## src/wc_range_register_allocator_top_macros.svh

```systemverilog
// Assertion helpers shared by the allocator RTL.
// Each macro expects signals named clk and rst in the calling module.
`ifndef WC_RANGE_REGISTER_ALLOCATOR_TOP_MACROS_SVH
`define WC_RANGE_REGISTER_ALLOCATOR_TOP_MACROS_SVH

// Check a condition at every clock edge out of reset.
`define WCRRA_ASSERT_HOLDS(label, cond, msg) \
  label: assert property (@(posedge clk) disable iff (rst) (cond)) else $error(msg);

// Check that a condition implies another in the same cycle.
`define WCRRA_ASSERT_IMPLY(label, ante, cons, msg) \
  label: assert property (@(posedge clk) disable iff (rst) (ante) |-> (cons)) else $error(msg);

// Check that a condition implies another in the next cycle.
`define WCRRA_ASSERT_NEXT(label, ante, cons, msg) \
  label: assert property (@(posedge clk) disable iff (rst) (ante) |=> (cons)) else $error(msg);

`endif

```

## src/wcrra_pkg.sv

```systemverilog
`default_nettype none

package wcrra_pkg;

  // Table depth default
  localparam int MAX_SLOTS_DEFAULT = 8;

  // Slot word encoding
  localparam logic [7:0]  WC_TYPE    = 8'h01;
  localparam int          VALID_POS  = 11;
  localparam logic [63:0] VALID_MASK = 64'd1 << VALID_POS;
  localparam logic [63:0] PAGE_LOW   = 64'hFFF;
  localparam int          PAGE_BITS  = 12;

  // Physical address width limits
  localparam logic [7:0] PHYS_MIN     = 8'd32;
  localparam logic [7:0] PHYS_MAX     = 8'd52;
  localparam logic [5:0] PHYS_DEFAULT = 6'd40;

  // Register reset values
  localparam logic [3:0] ACTIVE_SLOTS_RESET   = 4'd8;
  localparam logic       WC_SUPPORTED_RESET   = 1'b1;
  localparam logic [7:0] PHYS_ADDR_BITS_RESET = 8'd36;

  // Register indexes
  typedef enum logic [1:0] {
    CFG_ACTIVE_SLOTS   = 2'd0,
    CFG_WC_SUPPORTED   = 2'd1,
    CFG_PHYS_ADDR_BITS = 2'd2
  } cfg_index_t;

  // Request kinds
  typedef enum logic [1:0] {
    KIND_ADD   = 2'd0,
    KIND_WRITE = 2'd1,
    KIND_READ  = 2'd2
  } kind_t;

  // Result status codes
  typedef enum logic [2:0] {
    STATUS_UNSUPPORTED = 3'd0,
    STATUS_MISALIGNED  = 3'd1,
    STATUS_COVERED     = 3'd2,
    STATUS_ADDED       = 3'd3,
    STATUS_NO_FREE     = 3'd4,
    STATUS_TOO_LARGE   = 3'd5,
    STATUS_WRITTEN     = 3'd6,
    STATUS_READ        = 3'd7
  } status_t;

  // Sequencer states
  typedef enum logic [2:0] {
    ST_IDLE,
    ST_SIZE,
    ST_SCAN,
    ST_COMMIT,
    ST_WRITE,
    ST_READ,
    ST_READ_WAIT,
    ST_RESP
  } state_t;

  // Size round-up result: rounded size minus one
  typedef struct packed {
    logic        done;
    logic [63:0] szm1;
  } size_res_t;

endpackage

`default_nettype wire

```

## src/wcrra_ram.sv

```systemverilog
`default_nettype none

module wcrra_ram #(
  parameter int WIDTH = 64,
  parameter int DEPTH = 8,
  localparam int AW = (DEPTH > 1) ? $clog2(DEPTH) : 1
) (
  input  wire logic             clk,
  input  wire logic             wr_en,
  input  wire logic [AW-1:0]    wr_addr,
  input  wire logic [WIDTH-1:0] wr_data,
  input  wire logic             rd_en,
  input  wire logic [AW-1:0]    rd_addr,
  output logic      [WIDTH-1:0] rd_data
);

  logic [WIDTH-1:0] mem [DEPTH];

  // Write one entry, read one entry through a register
  always_ff @(posedge clk) begin
    if (wr_en) begin
      mem[wr_addr] <= wr_data;
    end
    if (rd_en) begin
      rd_data <= mem[rd_addr];
    end
  end

endmodule

`default_nettype wire

```

## src/wcrra_size_unit.sv

```systemverilog
`default_nettype none
`include "wc_range_register_allocator_top_macros.svh"

module wcrra_size_unit (
  input  wire logic                  clk,
  input  wire logic                  rst,
  input  wire logic                  start,
  input  wire logic [63:0]           size,
  output wcrra_pkg::size_res_t       res
);

  logic        v1, v2, v3;
  logic [63:0] d;
  logic [63:0] s2;
  logic [63:0] s3;
  logic [63:0] sa1, sa2, sa3;
  logic [63:0] sb1, sb2, sb3;

  // Advance the stage valid bits
  always_ff @(posedge clk) begin
    if (rst) begin
      v1 <= 1'b0;
      v2 <= 1'b0;
      v3 <= 1'b0;
    end else begin
      v1 <= start;
      v2 <= v1;
      v3 <= v2;
    end
  end

  // Smear the highest set bit of size minus one downward
  always_comb begin
    sa1 = d | (d >> 1);
    sa2 = sa1 | (sa1 >> 2);
    sa3 = sa2 | (sa2 >> 4);
    sb1 = s2 | (s2 >> 8);
    sb2 = sb1 | (sb1 >> 16);
    sb3 = sb2 | (sb2 >> 32);
  end

  // Hold the stage payloads; a zero size rounds up like a single page
  always_ff @(posedge clk) begin
    if (start) begin
      d <= (size == 64'd0) ? 64'd0 : size - 64'd1;
    end
    s2 <= sa3;
    s3 <= sb3 | wcrra_pkg::PAGE_LOW;
  end

  assign res.done = v3;
  assign res.szm1 = s3;

  `WCRRA_ASSERT_IMPLY(a_szm1_page, res.done, &res.szm1[wcrra_pkg::PAGE_BITS-1:0], "size below a page")
  `WCRRA_ASSERT_IMPLY(a_szm1_pow2, res.done, (res.szm1 & (res.szm1 + 64'd1)) == 64'd0, "size not a power of two")

endmodule

`default_nettype wire

```

## src/wc_range_register_allocator_top.sv

```systemverilog
// Write-combining range slot allocator. A request is taken when start is high
// and busy is low; its single result appears on status, slot_used and the two
// slot words for exactly one cycle with done high, and must be captured then.
// Requests are handled one at a time. A raw write passes the write state, a
// raw read the read and read-wait states; a rejected add goes straight to the
// result. An accepted add runs a 3-stage size round-up pipeline, then, if
// aligned, a scan reading one slot per cycle from the slot RAMs, then, if none
// matches and one is free, the new slot's write-back. Slot state is cleared at
// reset by per-slot written flags, so the block is ready right after reset.
// The user must write registers via the cfg port only while idle (unenforced).
`default_nettype none
`include "wc_range_register_allocator_top_macros.svh"

module wc_range_register_allocator_top #(
  parameter int MAX_SLOTS = wcrra_pkg::MAX_SLOTS_DEFAULT
) (
  input  wire logic        clk,
  input  wire logic        rst,
  input  wire logic        start,
  output logic             busy,
  input  wire logic [1:0]  kind,
  input  wire logic [63:0] region_base,
  input  wire logic [63:0] region_size,
  input  wire logic [2:0]  slot_index,
  input  wire logic [63:0] raw_base_word,
  input  wire logic [63:0] raw_mask_word,
  output logic             done,
  output logic [2:0]       status,
  output logic [2:0]       slot_used,
  output logic [63:0]      slot_base_word,
  output logic [63:0]      slot_mask_word,
  input  wire logic        cfg_valid,
  output logic             cfg_ready,
  input  wire logic [1:0]  cfg_index,
  input  wire logic [7:0]  cfg_data
);

  localparam int AW = (MAX_SLOTS > 1) ? $clog2(MAX_SLOTS) : 1;
  localparam int CW = $clog2(MAX_SLOTS + 1);
  localparam int NW = (CW > 4) ? CW : 4;

  wcrra_pkg::state_t  state, state_next;
  wcrra_pkg::status_t resp_status;

  logic [3:0]    active_slots;
  logic          wc_supported;
  logic [7:0]    phys_addr_bits;

  logic [63:0]   req_base;
  logic [2:0]    req_idx;
  logic [63:0]   req_raw_base;
  logic [63:0]   req_raw_mask;
  logic [63:0]   szm1;
  logic [CW-1:0] scan_cnt;
  logic          ev_vld;
  logic [AW-1:0] ev_idx;
  logic          have_free;
  logic [AW-1:0] free_idx;
  logic [2:0]    resp_slot;
  logic [63:0]   resp_base;
  logic [63:0]   resp_mask;
  logic [MAX_SLOTS-1:0] wvalid;

  logic          accept;
  logic          unsupported;
  logic          huge;
  logic          misaligned;
  logic [NW-1:0] n_lim;
  logic          scan_issue;
  logic [5:0]    phys_eff;
  logic [63:0]   pmask;
  logic          idx_in_range;
  logic [AW-1:0] req_addr;
  logic [63:0]   ev_base;
  logic [63:0]   ev_mask;
  logic          ev_free;
  logic          ev_match;
  logic          read_sel;
  logic [63:0]   new_base;
  logic [63:0]   new_mask;
  logic          size_start;
  wcrra_pkg::size_res_t size_res;

  logic          ram_wr_en;
  logic [AW-1:0] ram_wr_addr;
  logic [63:0]   ram_wr_base;
  logic [63:0]   ram_wr_mask;
  logic          ram_rd_en;
  logic [AW-1:0] ram_rd_addr;
  logic [63:0]   ram_rd_base;
  logic [63:0]   ram_rd_mask;

  // Decode the request and the current configuration
  always_comb begin
    accept       = start && !busy;
    unsupported  = !wc_supported || (active_slots == 4'd0);
    huge         = region_size[63] && (|region_size[62:0]);
    misaligned   = |(req_base & size_res.szm1);
    n_lim        = (NW'(active_slots) > NW'(MAX_SLOTS)) ? NW'(MAX_SLOTS) : NW'(active_slots);
    scan_issue   = NW'(scan_cnt) < n_lim;
    idx_in_range = NW'(req_idx) < NW'(MAX_SLOTS);
    req_addr     = AW'(req_idx);
    if (phys_addr_bits < wcrra_pkg::PHYS_MIN || phys_addr_bits > wcrra_pkg::PHYS_MAX) begin
      phys_eff = wcrra_pkg::PHYS_DEFAULT;
    end else begin
      phys_eff = phys_addr_bits[5:0];
    end
    pmask = ((64'd1 << phys_eff) - 64'd1) & ~wcrra_pkg::PAGE_LOW;
  end

  // Examine the slot read in the previous scan cycle
  always_comb begin
    ev_base  = wvalid[ev_idx] ? ram_rd_base : 64'd0;
    ev_mask  = wvalid[ev_idx] ? ram_rd_mask : 64'd0;
    ev_free  = !ev_mask[wcrra_pkg::VALID_POS];
    ev_match = ev_mask[wcrra_pkg::VALID_POS] && (ev_base[7:0] == wcrra_pkg::WC_TYPE) &&
               (((ev_base ^ req_base) & pmask) == 64'd0);
    read_sel = idx_in_range && wvalid[req_addr];
    new_base = (req_base & pmask) | 64'(wcrra_pkg::WC_TYPE);
    new_mask = (~szm1 & pmask) | wcrra_pkg::VALID_MASK;
  end

  // Next state
  always_comb begin
    state_next = state;
    unique case (state)
      wcrra_pkg::ST_IDLE: begin
        if (accept) begin
          unique case (kind)
            wcrra_pkg::KIND_ADD: begin
              state_next = (unsupported || huge) ? wcrra_pkg::ST_RESP : wcrra_pkg::ST_SIZE;
            end
            wcrra_pkg::KIND_WRITE: state_next = wcrra_pkg::ST_WRITE;
            wcrra_pkg::KIND_READ:  state_next = wcrra_pkg::ST_READ;
            default:               state_next = wcrra_pkg::ST_RESP;
          endcase
        end
      end
      wcrra_pkg::ST_SIZE: begin
        if (size_res.done) begin
          state_next = misaligned ? wcrra_pkg::ST_RESP : wcrra_pkg::ST_SCAN;
        end
      end
      wcrra_pkg::ST_SCAN: begin
        if (ev_vld && ev_match) begin
          state_next = wcrra_pkg::ST_RESP;
        end else if (!ev_vld && !scan_issue) begin
          state_next = have_free ? wcrra_pkg::ST_COMMIT : wcrra_pkg::ST_RESP;
        end
      end
      wcrra_pkg::ST_COMMIT:    state_next = wcrra_pkg::ST_RESP;
      wcrra_pkg::ST_WRITE:     state_next = wcrra_pkg::ST_RESP;
      wcrra_pkg::ST_READ:      state_next = wcrra_pkg::ST_READ_WAIT;
      wcrra_pkg::ST_READ_WAIT: state_next = wcrra_pkg::ST_RESP;
      wcrra_pkg::ST_RESP:      state_next = wcrra_pkg::ST_IDLE;
      default:                 state_next = wcrra_pkg::ST_IDLE;
    endcase
  end

  // Drive handshake, size unit and slot RAM controls
  always_comb begin
    busy        = (state != wcrra_pkg::ST_IDLE);
    done        = (state == wcrra_pkg::ST_RESP);
    cfg_ready   = 1'b1;
    size_start  = (state == wcrra_pkg::ST_IDLE) && (state_next == wcrra_pkg::ST_SIZE);
    ram_wr_en   = 1'b0;
    ram_wr_addr = req_addr;
    ram_wr_base = req_raw_base;
    ram_wr_mask = req_raw_mask;
    ram_rd_en   = 1'b0;
    ram_rd_addr = req_addr;
    unique case (state)
      wcrra_pkg::ST_SCAN: begin
        ram_rd_en   = scan_issue;
        ram_rd_addr = scan_cnt[AW-1:0];
      end
      wcrra_pkg::ST_COMMIT: begin
        ram_wr_en   = 1'b1;
        ram_wr_addr = free_idx;
        ram_wr_base = new_base;
        ram_wr_mask = new_mask;
      end
      wcrra_pkg::ST_WRITE: ram_wr_en = idx_in_range;
      wcrra_pkg::ST_READ:  ram_rd_en = idx_in_range;
      default: ;
    endcase
  end

  // Update state, written flags and scan control
  always_ff @(posedge clk) begin
    if (rst) begin
      state     <= wcrra_pkg::ST_IDLE;
      wvalid    <= '0;
      ev_vld    <= 1'b0;
      have_free <= 1'b0;
    end else begin
      state  <= state_next;
      ev_vld <= (state == wcrra_pkg::ST_SCAN) && (state_next == wcrra_pkg::ST_SCAN) && scan_issue;
      if (ram_wr_en) begin
        wvalid[ram_wr_addr] <= 1'b1;
      end
      if (state == wcrra_pkg::ST_SIZE) begin
        have_free <= 1'b0;
      end else if (state == wcrra_pkg::ST_SCAN && ev_vld && ev_free) begin
        have_free <= 1'b1;
      end
    end
  end

  // Take register writes
  always_ff @(posedge clk) begin
    if (rst) begin
      active_slots   <= wcrra_pkg::ACTIVE_SLOTS_RESET;
      wc_supported   <= wcrra_pkg::WC_SUPPORTED_RESET;
      phys_addr_bits <= wcrra_pkg::PHYS_ADDR_BITS_RESET;
    end else if (cfg_valid && cfg_ready) begin
      unique case (cfg_index)
        wcrra_pkg::CFG_ACTIVE_SLOTS:   active_slots   <= cfg_data[3:0];
        wcrra_pkg::CFG_WC_SUPPORTED:   wc_supported   <= cfg_data[0];
        wcrra_pkg::CFG_PHYS_ADDR_BITS: phys_addr_bits <= cfg_data;
        default: ;
      endcase
    end
  end

  // Hold request fields, scan progress and the pending result
  always_ff @(posedge clk) begin
    unique case (state)
      wcrra_pkg::ST_IDLE: begin
        if (accept) begin
          req_base     <= region_base;
          req_idx      <= slot_index;
          req_raw_base <= raw_base_word;
          req_raw_mask <= raw_mask_word;
          resp_slot    <= 3'd0;
          resp_base    <= 64'd0;
          resp_mask    <= 64'd0;
          if (kind == wcrra_pkg::KIND_ADD && !unsupported && huge) begin
            resp_status <= wcrra_pkg::STATUS_TOO_LARGE;
          end else begin
            resp_status <= wcrra_pkg::STATUS_UNSUPPORTED;
          end
        end
      end
      wcrra_pkg::ST_SIZE: begin
        szm1        <= size_res.szm1;
        scan_cnt    <= '0;
        resp_status <= wcrra_pkg::STATUS_MISALIGNED;
      end
      wcrra_pkg::ST_SCAN: begin
        if (scan_issue) begin
          scan_cnt <= CW'(scan_cnt + 1'b1);
        end
        ev_idx <= scan_cnt[AW-1:0];
        if (ev_vld && ev_free && !have_free) begin
          free_idx <= ev_idx;
        end
        resp_status <= (ev_vld && ev_match) ? wcrra_pkg::STATUS_COVERED
                                            : wcrra_pkg::STATUS_NO_FREE;
      end
      wcrra_pkg::ST_COMMIT: begin
        resp_status <= wcrra_pkg::STATUS_ADDED;
        resp_slot   <= 3'(free_idx);
        resp_base   <= new_base;
        resp_mask   <= new_mask;
      end
      wcrra_pkg::ST_WRITE: begin
        resp_status <= wcrra_pkg::STATUS_WRITTEN;
        resp_slot   <= req_idx;
        resp_base   <= idx_in_range ? req_raw_base : 64'd0;
        resp_mask   <= idx_in_range ? req_raw_mask : 64'd0;
      end
      wcrra_pkg::ST_READ_WAIT: begin
        resp_status <= wcrra_pkg::STATUS_READ;
        resp_slot   <= req_idx;
        resp_base   <= read_sel ? ram_rd_base : 64'd0;
        resp_mask   <= read_sel ? ram_rd_mask : 64'd0;
      end
      default: ;
    endcase
  end

  assign status         = resp_status;
  assign slot_used      = resp_slot;
  assign slot_base_word = resp_base;
  assign slot_mask_word = resp_mask;

  wcrra_size_unit u_size (
    .clk   (clk),
    .rst   (rst),
    .start (size_start),
    .size  (region_size),
    .res   (size_res)
  );

  wcrra_ram #(
    .WIDTH (64),
    .DEPTH (MAX_SLOTS)
  ) u_base_ram (
    .clk     (clk),
    .wr_en   (ram_wr_en),
    .wr_addr (ram_wr_addr),
    .wr_data (ram_wr_base),
    .rd_en   (ram_rd_en),
    .rd_addr (ram_rd_addr),
    .rd_data (ram_rd_base)
  );

  wcrra_ram #(
    .WIDTH (64),
    .DEPTH (MAX_SLOTS)
  ) u_mask_ram (
    .clk     (clk),
    .wr_en   (ram_wr_en),
    .wr_addr (ram_wr_addr),
    .wr_data (ram_wr_mask),
    .rd_en   (ram_rd_en),
    .rd_addr (ram_rd_addr),
    .rd_data (ram_rd_mask)
  );

  `WCRRA_ASSERT_NEXT(a_accept_busy, start && !busy, busy, "accepted request left block idle")
  `WCRRA_ASSERT_NEXT(a_done_idle, done, !busy, "block still busy after result")
  `WCRRA_ASSERT_IMPLY(a_added_word, done && status == wcrra_pkg::STATUS_ADDED, slot_mask_word[wcrra_pkg::VALID_POS] && slot_base_word[7:0] == wcrra_pkg::WC_TYPE, "added slot malformed")
  `WCRRA_ASSERT_IMPLY(a_covered_zero, done && status == wcrra_pkg::STATUS_COVERED, slot_used == 3'd0 && slot_base_word == 64'd0 && slot_mask_word == 64'd0, "covered result not zero")

endmodule

`default_nettype wire

```

## config.mk

```make
export PLATFORM = sky130hd
export DESIGN_NAME = wc_range_register_allocator_top
export DESIGN_NICKNAME = d
export VERILOG_FILES = /design/src/wcrra_pkg.sv /design/src/wcrra_ram.sv /design/src/wcrra_size_unit.sv /design/src/wc_range_register_allocator_top.sv
export VERILOG_INCLUDE_DIRS = /design/src /design/src/src
export SDC_FILE = /design/constraint.sdc
export NUM_CORES = 2
export LEC_CHECK = 0
export BUFFER_PORTS_ARGS = -buffer_cell sky130_fd_sc_hd__buf_2
export CORE_MARGIN = 4
export CORE_UTILIZATION = 40
export CTS_CLUSTER_SIZE = 16
export DETAILED_ROUTE_END_ITERATION = 12
export GPL_TIMING_DRIVEN = 0
export HOLD_SLACK_MARGIN = 0.05
export SKIP_LAST_GASP = 1
export SLEW_MARGIN = 40
export SYNTH_ARGS = -nofsm -noshare
export SYNTH_HDL_FRONTEND = slang
export SYNTH_SLANG_ARGS = --single-unit
```

## constraint.sdc

```tcl
create_clock -name clk -period 28.8 [get_ports clk]
set_input_delay 1.44 -clock clk [delete_from_list [all_inputs] [get_ports clk]]
set_output_delay 1.44 -clock clk [all_outputs]
set_load 0.02 [all_outputs]
```

==> run metrics <==
status completed; measured slew at the worst slew-check pin 0.964 ns; family with the most delay on the worst path compound AO/OA/AOI/OAI gates; total CTS buffers roughly 180; placed cell areas 72,700 um2; biggest fanout along the worst timing path 20; mean instance size in the synthesized netlist 19.3 um2; number of hold buffers added after cts 0; worst-skew pair later-pin latency 0.81 ns; Clock Tree Buf Depth 3; # setup viols final 0; ys flop type sky130_fd_sc_hd__edfxtp_1; terminus of the critical flop-to-flop path u_size.d[17]; number of detailed-route iterations in the first pass 7; Vias 35,700; global-route wire length before repair 263 mm; master of the slowest instance on the critical path sky130_fd_sc_hd__nor4b_1; Die Area 169,000 um2; Final Max Tran Viols 0; number of endpoints with negative hold slack in the final report 0; peak ir drop on the vdd network 0.0686 mV; initial cell density of the core about 40%; pin count of the biggest net entering global routing 42; Gates resized, CTS repair 0; final design instance area without fill 78,400 um2; Net Count, Synth 3,643; time the worst path needs with I/O delays and setup 4.19 ns; Layout fillers between 10,000 and 15,000; Max Freq approximately 0.24 GHz; sequential area share after synthesis ~77%; average detailed-routed wire length per instance 29.4 um; number of antenna violations at the first check in global routing 12; HP Start u_size.s2[61]; Int Pwr 5.38 mW; type of destination of the critical path register; number of cells on the worst reg-to-reg path 11; Total Negative Setup Slacks 0 ns; worst-case clock skew approximately 0.046 ns; count of state elements after synthesis 1,716; number of violations of the max-capacitance limit 0; count of standard-cell rows between 100 and 150; count of buffers inserted at the top-level ports 409; total clock sinks 1,716; ratio of routed vias to standard cells between 5 and 6; portion of total power attributed to combinational logic between 20% and 30%; area taken by flip-flops and latches 50,200 um2; worst hold path endpoint u_size.s3[61]; detailed placement HPWL 137 mm; summed instance area of the synthesized netlist 65,000 um2; WHS Path Cells 0; Net Sw Power 2.38 mW; number of distinct library cells after synthesis 76; Clock power frac 28.8%; vias in the first global route 35,300; leakage power figure 26.6 nW; number of post-CTS setup repair buffers 0; classification of the worst-slack hold path register to register; count of buffer and inverter cells on the critical path 3; final weighted congestion in routability-driven placement 0.960; placeable core area ~160,000 um2; aggregate global-route resource usage 22.0%; EDFF count, synth 1,583; most used cell, CP sky130_fd_sc_hd__buf_8; classification of the worst setup path register to register; First DRT Iteration DRCs between 4,000 and 5,000; net switching fraction of the power around 30%; Area Overhead vs Synth 20.7%; ports placed on the boundary 412; total congestion overflow 0; highest-count cells in the layout ignoring fill and taps 1,583 x sky130_fd_sc_hd__edfxtp_1, 473 x sky130_fd_sc_hd__buf_2, 258 x sky130_fd_sc_hd__mux4_2; aggregate routed wire length 188 mm; headroom to the max-slew limit 35.2%; fraction of registers with async set or reset after synthesis 0%; critical path depth in cells 11; startpoint type of the worst setup path register; CTS tree built; most common library cell in the layout ignoring fill and taps sky130_fd_sc_hd__edfxtp_1; Power Density between 90 and 100 nW/um2; Critical R2R Launch ev_idx[0]; fraction of layout cells with a size suffix above 1 between 30% and 40%; footprint of the multi-input gates 14,100 um2; number of H-tree levels 4; final layout net count between 4,000 and 5,000; y dimension of the die ~400 um; portion of the clock cycle consumed by the worst path in the final layout 14.6%; setup repair after global routing missed its margin no; Synth warnings 0; clock slew at reported path FFs 0.06 ns; slowest cell delay on critical path 0.60 ns; horizontal die dimension 411 um; required time at the worst-slack endpoint 29.29 ns; DRC violations left 0; Post-DRT Antenna Nets 0; Reg power frac 46.0%; Critical Path AT 4.68 ns; setup slack on the worst flop-to-flop path 24.61 ns; cell chain of the critical path mux2i_1, a22oi_2, buf_2, a31oi_1, o21ai_0, o2111ai_1, nor4b_1, nand2_1, a21oi_4, buf_8, buf_8; clock tree root driver cell sky130_fd_sc_hd__clkbuf_16; number of instances in the synthesized netlist 3,361
[routing by layer]
| metal | part of all wire (%) | vias up | GRT usage (%) |
|---|---|---|---|
| met5 | 0.030 | - | 0 |
| met4 | 3.4 | 8 | 7.38 |
| met3 | 8.6 | 275 | 4.84 |
| met2 | 46 | 1630 | 34.0 |
| met1 | 42 | 18600 | 31.0 |
| li1 | - | 15100 | - |
[power by group through the flow]
stage / registers (mW) / logic [mW] / clock network, mW
2_1_floorplan: 3.73 / 1.04 / 0
3_3_place_gp: 3.84 / 1.77 / 0
3_5_place_dp: 3.61 / 1.97 / 0
4_1_cts: 3.57 / 1.98 / 2.27
5_1_grt: 3.59 / 2.08 / 2.39
6_report: 3.57 / 1.96 / 2.23
[area by class of cell]
cell class              instances  area share, %
inverters                      52          0.249
flip-flops and latches       1716           64.0
plain buffers                 152          0.881
clock inverters                97           1.18
multi-input cells            1441           18.0
diodes                          4         0.0128
clock buffers                 229           6.06
well taps                    2160           3.45
repair buffers                543           6.19
[worst reg2reg max path: stages (launching register included)]
cell and delay (ns):
sky130_fd_sc_hd__edfxtp_1 0.51, sky130_fd_sc_hd__mux2i_1 0.20, sky130_fd_sc_hd__a22oi_2 0.56, sky130_fd_sc_hd__buf_2 0.41
sky130_fd_sc_hd__a31oi_1 0.13, sky130_fd_sc_hd__o21ai_0 0.28, sky130_fd_sc_hd__o2111ai_1 0.19, sky130_fd_sc_hd__nor4b_1 0.60
sky130_fd_sc_hd__nand2_1 0.38, sky130_fd_sc_hd__a21oi_4 0.23, sky130_fd_sc_hd__buf_8 0.19, sky130_fd_sc_hd__buf_8 0.21
[metrics by stage]
| step | utilization, % | total power [mW] | hold slack (ns) | setup slack (ns) | cells |
|---|---|---|---|---|---|
| 6_report | 48.7 | 7.76 | 0.360 | 24.61 | 6394 |
| 5_1_grt | 48.7 | 8.05 | 0.376 | 24.45 | 6391 |
| 4_1_cts | 48.7 | 7.82 | 0.357 | 24.69 | 6389 |
| 3_5_place_dp | 45.2 | 5.59 | 0.350 | 24.02 | 6063 |
| 3_3_place_gp | 43.3 | 5.61 | 0.351 | 8.08 | 5930 |
| 2_1_floorplan | - | 4.77 | 0.338 | 17.54 | 3361 |
[cell usage after synthesis (18+ instances only)]
cell type,n,share of area [%]
sky130_fd_sc_hd__mux4_2,258,8.9
sky130_fd_sc_hd__a22o_1,67,0.90
sky130_fd_sc_hd__or3_1,48,0.46
sky130_fd_sc_hd__clkbuf_1,72,0.42
sky130_fd_sc_hd__xor2_1,36,0.49
sky130_fd_sc_hd__nor3_1,38,0.29
sky130_fd_sc_hd__a221o_1,55,0.85
sky130_fd_sc_hd__dfxtp_1,133,4.1
sky130_fd_sc_hd__buf_1,23,0.13
sky130_fd_sc_hd__xnor2_1,20,0.27
sky130_fd_sc_hd__buf_2,56,0.43
sky130_fd_sc_hd__edfxtp_1,1583,73
sky130_fd_sc_hd__nand2b_1,18,0.17
sky130_fd_sc_hd__mux2_2,129,2.2
sky130_fd_sc_hd__a21o_1,54,0.62
sky130_fd_sc_hd__nand3_1,28,0.22
sky130_fd_sc_hd__a222oi_1,27,0.42
sky130_fd_sc_hd__o21ai_0,34,0.26
sky130_fd_sc_hd__or2_2,29,0.28
sky130_fd_sc_hd__nor2_1,170,0.98
sky130_fd_sc_hd__nand2_1,132,0.76
sky130_fd_sc_hd__nor4_1,22,0.21
sky130_fd_sc_hd__and2_1,50,0.48
sky130_fd_sc_hd__inv_1,50,0.29
sky130_fd_sc_hd__a21oi_1,40,0.31
[sequential cells by signal (all words and copies together) (netlist names), 52 cells and up]
signal / count
u_mask_ram.rd_data: 64
u_size.s3: 52
u_mask_ram.mem: 512
req_raw_base: 64
u_base_ram.mem: 512
slot_mask_word: 64
slot_base_word: 64
u_base_ram.rd_data: 64
u_size.d: 52
req_raw_mask: 64
u_size.s2: 52
req_base: 64
[worst max-delay path by stage]
| stage | start | to |
|---|---|---|
| 3_5_place_dp | region_size[0] | u_size.d[14] |
| 5_1_grt | state[2] | u_mask_ram.mem[4][22] |
| 2_1_floorplan | start | slot_base_word[0] |
| 6_report | ev_idx[0] | u_size.d[17] |
| 4_1_cts | state[2] | u_mask_ram.mem[4][27] |
| 3_3_place_gp | state[0] | u_mask_ram.rd_data[2] |
[kinds of logic after synthesis]
logic type	after synthesis	share of synthesized area, %
DFF	1716	77.2
and+or+nand+nor	612	4.77
muxes	402	11.4
AOI/OAI and AO/OA	363	4.39
buffers and inverters	204	1.29
xor gates and xnor gates	56	0.755
adders and majority gates	7	0.135
other	1	0.00577
Note: power is estimated with default switching activity, not from simulation.
